<file path="src/rtl/emr_pkg.sv">
`timescale 1ns / 1ps

package emr_pkg;

  // Configuration register indexes
  localparam logic [1:0] CfgTicksPerUs = 2'd0;
  localparam logic [1:0] CfgTimeoutUs  = 2'd1;
  localparam logic [1:0] CfgMinCm      = 2'd2;
  localparam logic [1:0] CfgMaxCm      = 2'd3;

  localparam int CfgIdxW  = 2;
  localparam int CfgDataW = 16;

  // Register values after reset
  localparam logic [7:0]  TicksPerUsRst = 8'd16;
  localparam logic [15:0] TimeoutUsRst  = 16'd30000;
  localparam logic [8:0]  MinCmRst      = 9'd2;
  localparam logic [8:0]  MaxCmRst      = 9'd400;

  // Timing and scaling constants
  localparam logic [15:0] TrigLowUs  = 16'd2;
  localparam logic [15:0] TrigHighUs = 16'd10;
  localparam logic [5:0]  UsPerCm    = 6'd58;
  localparam logic [8:0]  CmMax      = 9'd511;
  localparam logic [9:0]  ErrDist    = 10'd999;

  localparam int InDataW  = 8;
  localparam int OutDataW = 16;

  typedef struct packed {
    logic [7:0]  ticks_per_us;
    logic [15:0] timeout_us;
    logic [8:0]  min_cm;
    logic [8:0]  max_cm;
  } emr_cfg_t;

  typedef struct packed {
    logic       trigger_level;
    logic       busy_res;
    logic       done_res;
    logic [9:0] distance_cm;
    logic       error;
  } emr_res_t;

endpackage

</file>
<file path="src/rtl/ultrasonic_echo_range_meter_top.sv">
`timescale 1ns / 1ps

// Echo range meter for a trigger/echo ultrasonic sensor.
// Every input word is one sample tick: bit 0 requests a measurement (taken
// only while idle) and bit 1 is the sampled echo pin level. Every accepted
// word produces exactly one output word with the trigger pin level, a busy
// flag, and on the finishing tick the done flag, the distance in whole
// centimetres and the error flag (999 cm on timeout or out of range).
// The result of a word sits in the output register on the cycle after it is
// accepted. One word is taken per cycle unless the receiver stalls; the
// measurement state advances once per accepted word, so all timing is in
// accepted words, not raw clocks. Reset loads the default configuration,
// returns the meter to idle and empties the output register. When the receiver
// stalls, the output word holds, in_tready drops and the measurement state
// freezes until the word is taken. The user must write registers through
// cfg_we/cfg_idx/cfg_wdata only while idle; the block does not enforce it.
module ultrasonic_echo_range_meter_top import emr_pkg::*; (
  input  logic                clk,
  input  logic                rst_n,
  input  logic                in_tvalid,
  output logic                in_tready,
  input  logic [InDataW-1:0]  in_tdata,   // [0] start_req, [1] echo_level
  output logic                out_tvalid,
  input  logic                out_tready,
  // [0] trigger_level, [1] busy_res, [2] done_res, [12:3] distance_cm, [13] error
  output logic [OutDataW-1:0] out_tdata,
  input  logic                cfg_we,
  input  logic [CfgIdxW-1:0]  cfg_idx,
  input  logic [CfgDataW-1:0] cfg_wdata
);

  emr_cfg_t cfg_r;
  emr_res_t res;
  emr_res_t out_res_r;
  logic     out_valid_r;
  logic     in_accept;

  assign in_tready = !out_valid_r || out_tready;
  assign in_accept = in_tvalid && in_tready;

  always_ff @(posedge clk) begin
    if (!rst_n) begin
      cfg_r.ticks_per_us <= TicksPerUsRst;
      cfg_r.timeout_us   <= TimeoutUsRst;
      cfg_r.min_cm       <= MinCmRst;
      cfg_r.max_cm       <= MaxCmRst;
    end else if (cfg_we) begin
      unique case (cfg_idx)
        CfgTicksPerUs: cfg_r.ticks_per_us <= cfg_wdata[7:0];
        CfgTimeoutUs:  cfg_r.timeout_us   <= cfg_wdata[15:0];
        CfgMinCm:      cfg_r.min_cm       <= cfg_wdata[8:0];
        CfgMaxCm:      cfg_r.max_cm       <= cfg_wdata[8:0];
        default: ;
      endcase
    end
  end

  emr_core u_core (
    .clk        (clk),
    .rst_n      (rst_n),
    .step_en    (in_accept),
    .start_req  (in_tdata[0]),
    .echo_level (in_tdata[1]),
    .cfg        (cfg_r),
    .res        (res)
  );

  always_ff @(posedge clk) begin
    if (!rst_n) begin
      out_valid_r <= 1'b0;
    end else if (in_tready) begin
      out_valid_r <= in_tvalid;
    end
    if (in_accept) out_res_r <= res;
  end

  assign out_tvalid = out_valid_r;
  assign out_tdata  = {2'b00, out_res_r.error, out_res_r.distance_cm,
                       out_res_r.done_res, out_res_r.busy_res, out_res_r.trigger_level};

  a_done_not_busy: assert property (@(posedge clk) disable iff (!rst_n)
    out_valid_r |-> !(out_res_r.done_res && out_res_r.busy_res))
    else $error("done word still reports busy");

  a_err_needs_done: assert property (@(posedge clk) disable iff (!rst_n)
    (out_valid_r && out_res_r.error) |-> (out_res_r.done_res && out_res_r.distance_cm == ErrDist))
    else $error("error word without done or without error distance");

  a_trig_busy: assert property (@(posedge clk) disable iff (!rst_n)
    (out_valid_r && out_res_r.trigger_level) |-> out_res_r.busy_res)
    else $error("trigger high while idle");

  a_idle_dist_zero: assert property (@(posedge clk) disable iff (!rst_n)
    (out_valid_r && !out_res_r.done_res) |-> (out_res_r.distance_cm == 10'd0))
    else $error("distance reported without done");

endmodule

</file>
<file path="src/rtl/emr_core.sv">
`timescale 1ns / 1ps

module emr_core import emr_pkg::*; (
  input  logic     clk,
  input  logic     rst_n,
  input  logic     step_en,
  input  logic     start_req,
  input  logic     echo_level,
  input  emr_cfg_t cfg,
  output emr_res_t res
);

  typedef enum logic [2:0] {
    PH_IDLE      = 3'd0,
    PH_TRIG_LOW  = 3'd1,
    PH_TRIG_HIGH = 3'd2,
    PH_WAIT_RISE = 3'd3,
    PH_MEASURE   = 3'd4
  } phase_t;

  phase_t      phase_r, phase_nxt;
  logic [7:0]  pc_r, pc_nxt;
  logic [15:0] phase_us_r, phase_us_nxt;
  logic [5:0]  cm_sub_r, cm_sub_nxt;
  logic [8:0]  cm_r, cm_nxt;

  logic [7:0]  tpu;
  logic [8:0]  pc_inc;
  logic        us_tick;
  logic [7:0]  pc_adv;
  logic [16:0] us_inc;
  logic        timeout_hit;
  logic [5:0]  sub_inc;
  logic        done;
  logic        err;
  logic [9:0]  dist_cm;

  always_comb begin
    // A rate of zero ticks per microsecond behaves as one.
    tpu         = (cfg.ticks_per_us == 8'd0) ? 8'd1 : cfg.ticks_per_us;
    pc_inc      = {1'b0, pc_r} + 9'd1;
    us_tick     = pc_inc >= {1'b0, tpu};
    pc_adv      = us_tick ? 8'd0 : pc_inc[7:0];
    us_inc      = {1'b0, phase_us_r} + 17'd1;
    timeout_hit = us_inc >= {1'b0, cfg.timeout_us};
    sub_inc     = cm_sub_r + 6'd1;

    phase_nxt    = phase_r;
    pc_nxt       = pc_r;
    phase_us_nxt = phase_us_r;
    cm_sub_nxt   = cm_sub_r;
    cm_nxt       = cm_r;
    done         = 1'b0;
    err          = 1'b0;
    dist_cm      = 10'd0;

    unique case (phase_r)
      PH_IDLE: begin
        if (start_req) begin
          phase_nxt    = PH_TRIG_LOW;
          pc_nxt       = 8'd0;
          phase_us_nxt = 16'd0;
        end
      end
      PH_TRIG_LOW, PH_TRIG_HIGH: begin
        pc_nxt = pc_adv;
        if (us_tick) begin
          phase_us_nxt = us_inc[15:0];
          if (us_inc[15:0] >= ((phase_r == PH_TRIG_LOW) ? TrigLowUs : TrigHighUs)) begin
            phase_nxt    = (phase_r == PH_TRIG_LOW) ? PH_TRIG_HIGH : PH_WAIT_RISE;
            phase_us_nxt = 16'd0;
          end
        end
      end
      PH_WAIT_RISE: begin
        if (echo_level) begin
          phase_nxt    = PH_MEASURE;
          pc_nxt       = 8'd0;
          phase_us_nxt = 16'd0;
          cm_sub_nxt   = 6'd0;
          cm_nxt       = 9'd0;
        end else begin
          pc_nxt = pc_adv;
          if (us_tick) begin
            if (timeout_hit) begin
              done = 1'b1;
              err  = 1'b1;
            end
            phase_us_nxt = us_inc[15:0];
          end
        end
      end
      PH_MEASURE: begin
        pc_nxt = pc_adv;
        if (us_tick) begin
          if (sub_inc >= UsPerCm) begin
            cm_sub_nxt = 6'd0;
            if (cm_r < CmMax) cm_nxt = cm_r + 9'd1;
          end else begin
            cm_sub_nxt = sub_inc;
          end
        end
        if (!echo_level) begin
          // The distance includes the microsecond that may end on this tick.
          done    = 1'b1;
          dist_cm = {1'b0, cm_nxt};
          if (cm_nxt < cfg.min_cm || cm_nxt > cfg.max_cm) err = 1'b1;
        end else if (us_tick) begin
          if (timeout_hit) begin
            done = 1'b1;
            err  = 1'b1;
          end
          phase_us_nxt = us_inc[15:0];
        end
      end
      default: phase_nxt = PH_IDLE;
    endcase

    if (done) phase_nxt = PH_IDLE;

    res.trigger_level = (phase_nxt == PH_TRIG_HIGH);
    res.busy_res      = (phase_nxt != PH_IDLE);
    res.done_res      = done;
    res.distance_cm   = (done && err) ? ErrDist : dist_cm;
    res.error         = done && err;
  end

  always_ff @(posedge clk) begin
    if (!rst_n) begin
      phase_r    <= PH_IDLE;
      pc_r       <= 8'd0;
      phase_us_r <= 16'd0;
      cm_sub_r   <= 6'd0;
      cm_r       <= 9'd0;
    end else if (step_en) begin
      phase_r    <= phase_nxt;
      pc_r       <= pc_nxt;
      phase_us_r <= phase_us_nxt;
      cm_sub_r   <= cm_sub_nxt;
      cm_r       <= cm_nxt;
    end
  end

endmodule
</file>
<file path="config.mk">
export PLATFORM = sky130hd
export DESIGN_NAME = ultrasonic_echo_range_meter_top
export DESIGN_NICKNAME = d
export VERILOG_FILES = /design/src/rtl/emr_pkg.sv /design/src/rtl/ultrasonic_echo_range_meter_top.sv /design/src/rtl/emr_core.sv
export SDC_FILE = /design/constraint.sdc
export NUM_CORES = 1
export LEC_CHECK = 0
export ABC_CLOCK_PERIOD_IN_PS = 6000
export BUFFER_PORTS_ARGS = -buffer_cell sky130_fd_sc_hd__buf_4
export CORE_ASPECT_RATIO = 0.8
export CORE_UTILIZATION = 40
export CTS_BUF_LIST = sky130_fd_sc_hd__clkbuf_8
export DETAILED_ROUTE_END_ITERATION = 6
export GPL_ROUTABILITY_DRIVEN = 0
export PLACE_DENSITY = 0.63
export RECOVER_POWER = 50
export REMOVE_ABC_BUFFERS = 1
export SLEW_MARGIN = 30
export SYNTH_ARGS = -nofsm -noshare
export SYNTH_HDL_FRONTEND = slang
export SYNTH_SLANG_ARGS = --single-unit
</file>
<file path="constraint.sdc">
create_clock -name clk -period 6 [get_ports clk]
set_input_delay 1.2 -clock clk [delete_from_list [all_inputs] [get_ports clk]]
set_output_delay 1.2 -clock clk [all_outputs]
set_load 0.05 [all_outputs]
</file>
== Word-level counts from Yosys, hierarchy flattened ==
Index checks and enable logic that the tools add are counted.
Word-level totals
  bits in registers: 99
  bits in latches: 0
  bits in writable memories: 0
  bits in read-only memories: 0
  input bits: 31
  output and inout bits: 18
  logic and storage cells: 104
  memories: 0
Cells by class
  add/subtract/negate cells: 4
  multipliers: 0
  div/mod/pow operators: 0
  magnitude comparators: 7
  equality and inequality tests: 13
  shift-type cells: 0
  mux-type cells: 40
  bitwise logic cells: 1
  reductions and logical operators: 23
Operator list (number)
  $mux 16: 6
  $pmux 16 s4: 1
  $mux 9: 6
  $mux 8: 4
  $pmux 8 s3: 1
  $mux 6: 3
  $pmux 9 s2: 1
  $add 16x1->17 const B: 1
  $ge 17x16->1: 1
  $ge 16x16->1: 1
  $mux 3: 5
  $pmux 3 s4: 1
  $pmux 6 s2: 1
  $mux 10: 1
  $add 8x1->9 const B: 1
  $add 9x1->9 const B: 1
  $eq 3x2->1 const B: 3
  $ge 9x8->1: 1
  $gt 9x9->1: 1
  $lt 9x9->1: 1
  $lt 9x9->1 const B: 1
  $logic_not 8->1: 1
  $reduce_and 2->1: 4
  $mux 1: 7
  24 further kinds: 34

== Longest topological paths before layout ==
  word-level depth: 12
  gate-level depth with buffers: 20
  depth with buffers taken out: 19

== Hierarchy ==
From an unflattened synthesis, not the netlist that was laid out.
Second synthesis, totals
  cells, all modules: 761
  area, all modules: 6341.1 µm²
By module, submodules not included
  emr_core: instances 1, cells an instance 574, area each 4209.0 µm², seq. area each 840.8 µm²
  ultrasonic_echo_range_meter_top: instances 1, cells an instance 187, area each 2132.0 µm², seq. area each 1281.2 µm²

== Worst setup path after synthesis ==
OpenSTA, ideal clock, no wires.
  path type: register -> register
  start point: register u_core.pc_r[0]
  end point: register out_res_r, in the netlist out_tdata[3], data pin
  setup time: 0.279 ns
  arrival time: 4.351 ns
  data required time: 5.721 ns
  slack: 1.370 ns
  cell stages (with the launch flop): 20
  path buffers: 1
  period minus slack after synthesis: 4.630 ns
  cells stage by stage: dfxtp_1 and3_1 and3_1 and3_1 xor2_1 ha_1 and3_1 a221o_1 a211oi_2 buf_2 nor3_1 mux2_2 ha_1 nor2b_1 o31ai_1 a221oi_1 a221oi_1 o21bai_1 a211oi_2 o22ai_1
Between the ends
  word-level cells in the longest chain between the ends: 10
  elaborated cells between the ends (all ways): 17
  those cells by class: 1 x add/sub; 3 x order compare; 11 x mux; 2 x reduce/logical
RTL lines
  from (decl): RTL line emr_core.sv:22  | logic [7:0] pc_r, pc_nxt;
  from (signal assigned): RTL line emr_core.sv:137  | pc_r <= pc_nxt;
  $add 8x1->9 *: RTL line emr_core.sv:41  | pc_inc = {1'b0, pc_r} + 9'd1;
  $ge 9x8->1 *: RTL line emr_core.sv:42  | us_tick = pc_inc >= {1'b0, tpu};
  $mux 9: RTL line emr_core.sv:95  | if (us_tick) begin
  $mux 9: RTL line emr_core.sv:57  | unique case (phase_r)
  $lt 9x9->1 / $gt 9x9->1 (equally long branches): RTL line emr_core.sv:107  | if (cm_nxt < cfg.min_cm || cm_nxt > cfg.max_cm) err = 1'b1;
  $logic_or 1x1->1: RTL line emr_core.sv:107
  $mux 1: RTL line emr_core.sv:107
  $mux 1: RTL line emr_core.sv:103  | if (!echo_level) begin
  $pmux 1 s2: RTL line emr_core.sv:57
  $logic_and 1x1->1: RTL line emr_core.sv:124  | res.distance_cm = (done && err) ? ErrDist : dist_cm;
  to (signal assigned): RTL line ultrasonic_echo_range_meter_top.sv:74  | if (in_accept) out_res_r <= res;
  to (decl): RTL line ultrasonic_echo_range_meter_top.sv:34  | emr_res_t out_res_r;
Mark *: on every way between the ends. The rest lies on a longest branch, timed or not. The select of a mux whose other input is x is not followed.
A chain may end at the register's enable or synchronous reset.

== Worst setup path after layout ==
Ends and elaborated chain as after synthesis.

==> flow_summary.toml <==
[outcome]
status = "finished, violations left"
violations = "max-capacitance violations, max-slew violations"

[pwr]
internal_power_mw = 0.928
p_clk_share_pct = 34.9
switchingPower_mw = 0.364
p_comb_share_pct = 11.2
ir_drop_v = 0.000118
swShare_pct = 28.2
powerDensity_nw_per_um2 = 193
p_seq_share_pct = 54.0
p_leak_nw = 2.79
finalPower_mw = 1.29

[synth]
synth_area_sq_um = 6160
async_flop_share_pct = 0
ys.flop_type = "dfxtp_1"
synth_top_area_cell = "dfxtp_1"
synth-edff-count = 14
syn_avg_cell_area_sq_um = 8.12
ys_warn_count = 0
yosysMostFrequentCell = "nand2_1"
synth_seq_cells = 99
synth_top_area_share_pct = 27.6
ys_seq_area_share_pct = 34.5
yosysUniqueCellTypes = 72
synth_area_leaders = "dfxtp_1 28%, ha_1 9.8%, nand2_1 7.0%"
synthCells = 758
synth_common_cells = "115 x nand2_1, 85 x dfxtp_1, 54 x inv_1, 53 x a21oi_1, 51 x nor2_1"

[sta]
fin_setup_tns_ns = 0
setup_viol = 0
whs_ns = 0.460
relSlewSlack_pct = -69.5
worst_slew_pin_slew_ns = 2.54
max_clock_freq_ghz = 0.188
finalHoldViolations = 0
grt_setup_unrepaired = "false"
period_share_pct = 88.9
final.min_clock_period_ns = 5.33
finalClockSkew_ns = 0.00803
drv_slew = 83
fin_ws_ns = 0.669

[clock_network]
cts_root_buffer = "clkbuf_8"
cts-htree-levels = 3
cts.sinks = 99
cts_tree = "built"
cts_resized = 0
cts.clk_slew.worst_paths_ns = 0.10
clockBufferDepth = 2
numCtsBuffers = 9
insertion_delay_ns = 0.39
cts_hold_buffers = 0
post_cts_buffers = 0

[drt]
drt_iter0_markers = 327
drc = 0
routedWlPerCell_um = 15.5
drt-pass1-iter-count = 4
final_antenna_net_count = 0
dr_total_vias = 5267
via_per_inst = 5.43
wl_um = 15000

[die]
core_sq_um = 15000
die_height_um = 113
die-area_sq_um = 15900
std_cell_rows = 40
die_w_um = 141
ios = 49
start_util_pct = 41.0

[cells_and_area]
regArea_sq_um = 2120
multi_input_area_sq_um = 3680
fill_cells = 1563
area_growth_pct = 8.94
layout-drive-gt1-share_pct = 8.83
nNetsFinal = 855
fin_cells = 970
antenna_cells = 0

[place]
pre_cts_ws_ns = 0.737
dp.cells = 954
dp_hpwl_um = 10800
portBuffers = 40

[grt]
grt_max_degree = 53
antenna_found_initial = 0
grt_pass1_wl_um = 24900
grt_use_total_pct = 19.8
grt_pass1_vias = 4827
gr-total-overflow = 0

[critical_path]
r2r_slack_ns = 0.67
cpLargestDelayFamily = "simple AND/OR/NAND/NOR gates"
end_kind = "register"
crit_slowest_cell = "a211oi_2"
worstRegToRegCells = 18
crit_path_max_incr_delay_ns = 0.51
crit_cells = 18
cp_max_fo = 23
arrival_ns = 5.45
worstPathCellList = "ha_1 -> nand3_1 -> nor2_1 -> xor2_1 -> ha_1 -> and3_1 -> o2111a_1 -> a211oi_2 -> buf_4 -> nor4b_4 -> nand3_1 -> xnor2_1 -> ha_1 -> or4_1 -> a221oi_1 -> o21bai_1 -> a211oi_2 -> o22ai_1"
crit_top_cell = "ha_1"
worstSetupPathType = "register to register"
cp_num_buf_inv = 1
worstSetupStartpointType = "register"
critPathRequiredTime_ns = 6.12

[job]
drv_cap = 2

[min_path]
hold_path_depth = 2
hold_path_class = "register to register"
[worst min-delay path: stages (launching register included)]
cell,delay [ns]
dfxtp_1,0.32
nand2_1,0.05
a21oi_1,0.05
[cell type report]
cell class	instances	share of cell area, %
clock inverter	7	1.12
multi-input combinational	566	54.8
clock buffer	9	1.85
sequential	99	31.6
timing repair buffer	45	3.97
tap	189	3.52
inverter	55	3.08
[path summary, 6_finish.rpt]
check                       from      endpoint
hold / removal         cfg_r[13]     cfg_r[13]
setup / recovery  u_core.pc_r[0]  out_tdata[3]
setup reg to reg  u_core.pc_r[0]  out_tdata[3]
hold reg to reg        cfg_r[13]     cfg_r[13]
[power groups by stage]
stage | sequential, mW | clock, mW | combinational, mW
finish | 0.697 | 0.451 | 0.144
floorplan | 0.728 | 0 | 0.0738
global route | 0.700 | 0.492 | 0.158
detailed placement | 0.713 | 0 | 0.147
global placement | 0.712 | 0 | 0.147
CTS | 0.697 | 0.467 | 0.148
[cell families (layout without fill, tap and decap cells)]
group	Yosys count	in the layout	share of synthesized area, %
compound gates	172	172	18.9
xor+xnor	25	25	3.56
fa+ha+maj	49	49	9.91
buf+inv	94	116	6.05
flops	99	99	34.5
mux	7	7	1.24
other cells	1	2	0.0609
simple gates	311	311	25.8
[stage by stage]
stage | utilization [%] | cell area, sq um
after floorplan | - | 6000
after global placement | 43.8 | 6570
after detailed placement | 43.8 | 6570
after CTS | 45.1 | 6770
after global routing | 44.7 | 6710
final | 44.7 | 6710
[registers in the layout, indices dropped and copies added, names as in the netlist]
register           count
u_core.cm_sub_r        6
u_core.phase_r         3
u_core.cm_r            9
out_tdata             14
cfg_r                 42
u_core.pc_r            8
u_core.phase_us_r     16
out_tvalid             1
[cell usage in the layout (no fill, tap or decap), types with 10 or more instances in the layout]
cell and n:
dfxtp_1 85, o211ai_1 19, inv_1 54, xor2_1 16, clkbuf_1 19, nand3_1 21
nor2_1 50, o21ai_0 21, edfxtp_1 14, and3_1 18, nand2_1 115, a21oi_1 53
nor2b_1 13, nand2b_1 11, buf_4 25, nor3_1 16, nand4_1 10, ha_1 48
[routing by layer]
| layer | up-vias | track usage (%) | routed length [um] |
|---|---|---|---|
| li1 | 2739 | - | - |
| met1 | 2418 | 28.3 | 7840 |
| met2 | 98 | 30.7 | 6490 |
| met3 | 12 | 4.49 | 597 |
| met4 | 0 | 3.55 | 112 |
| met5 | - | 0 | 0 |
No activity file was read; power rests on OpenSTA's default activity.
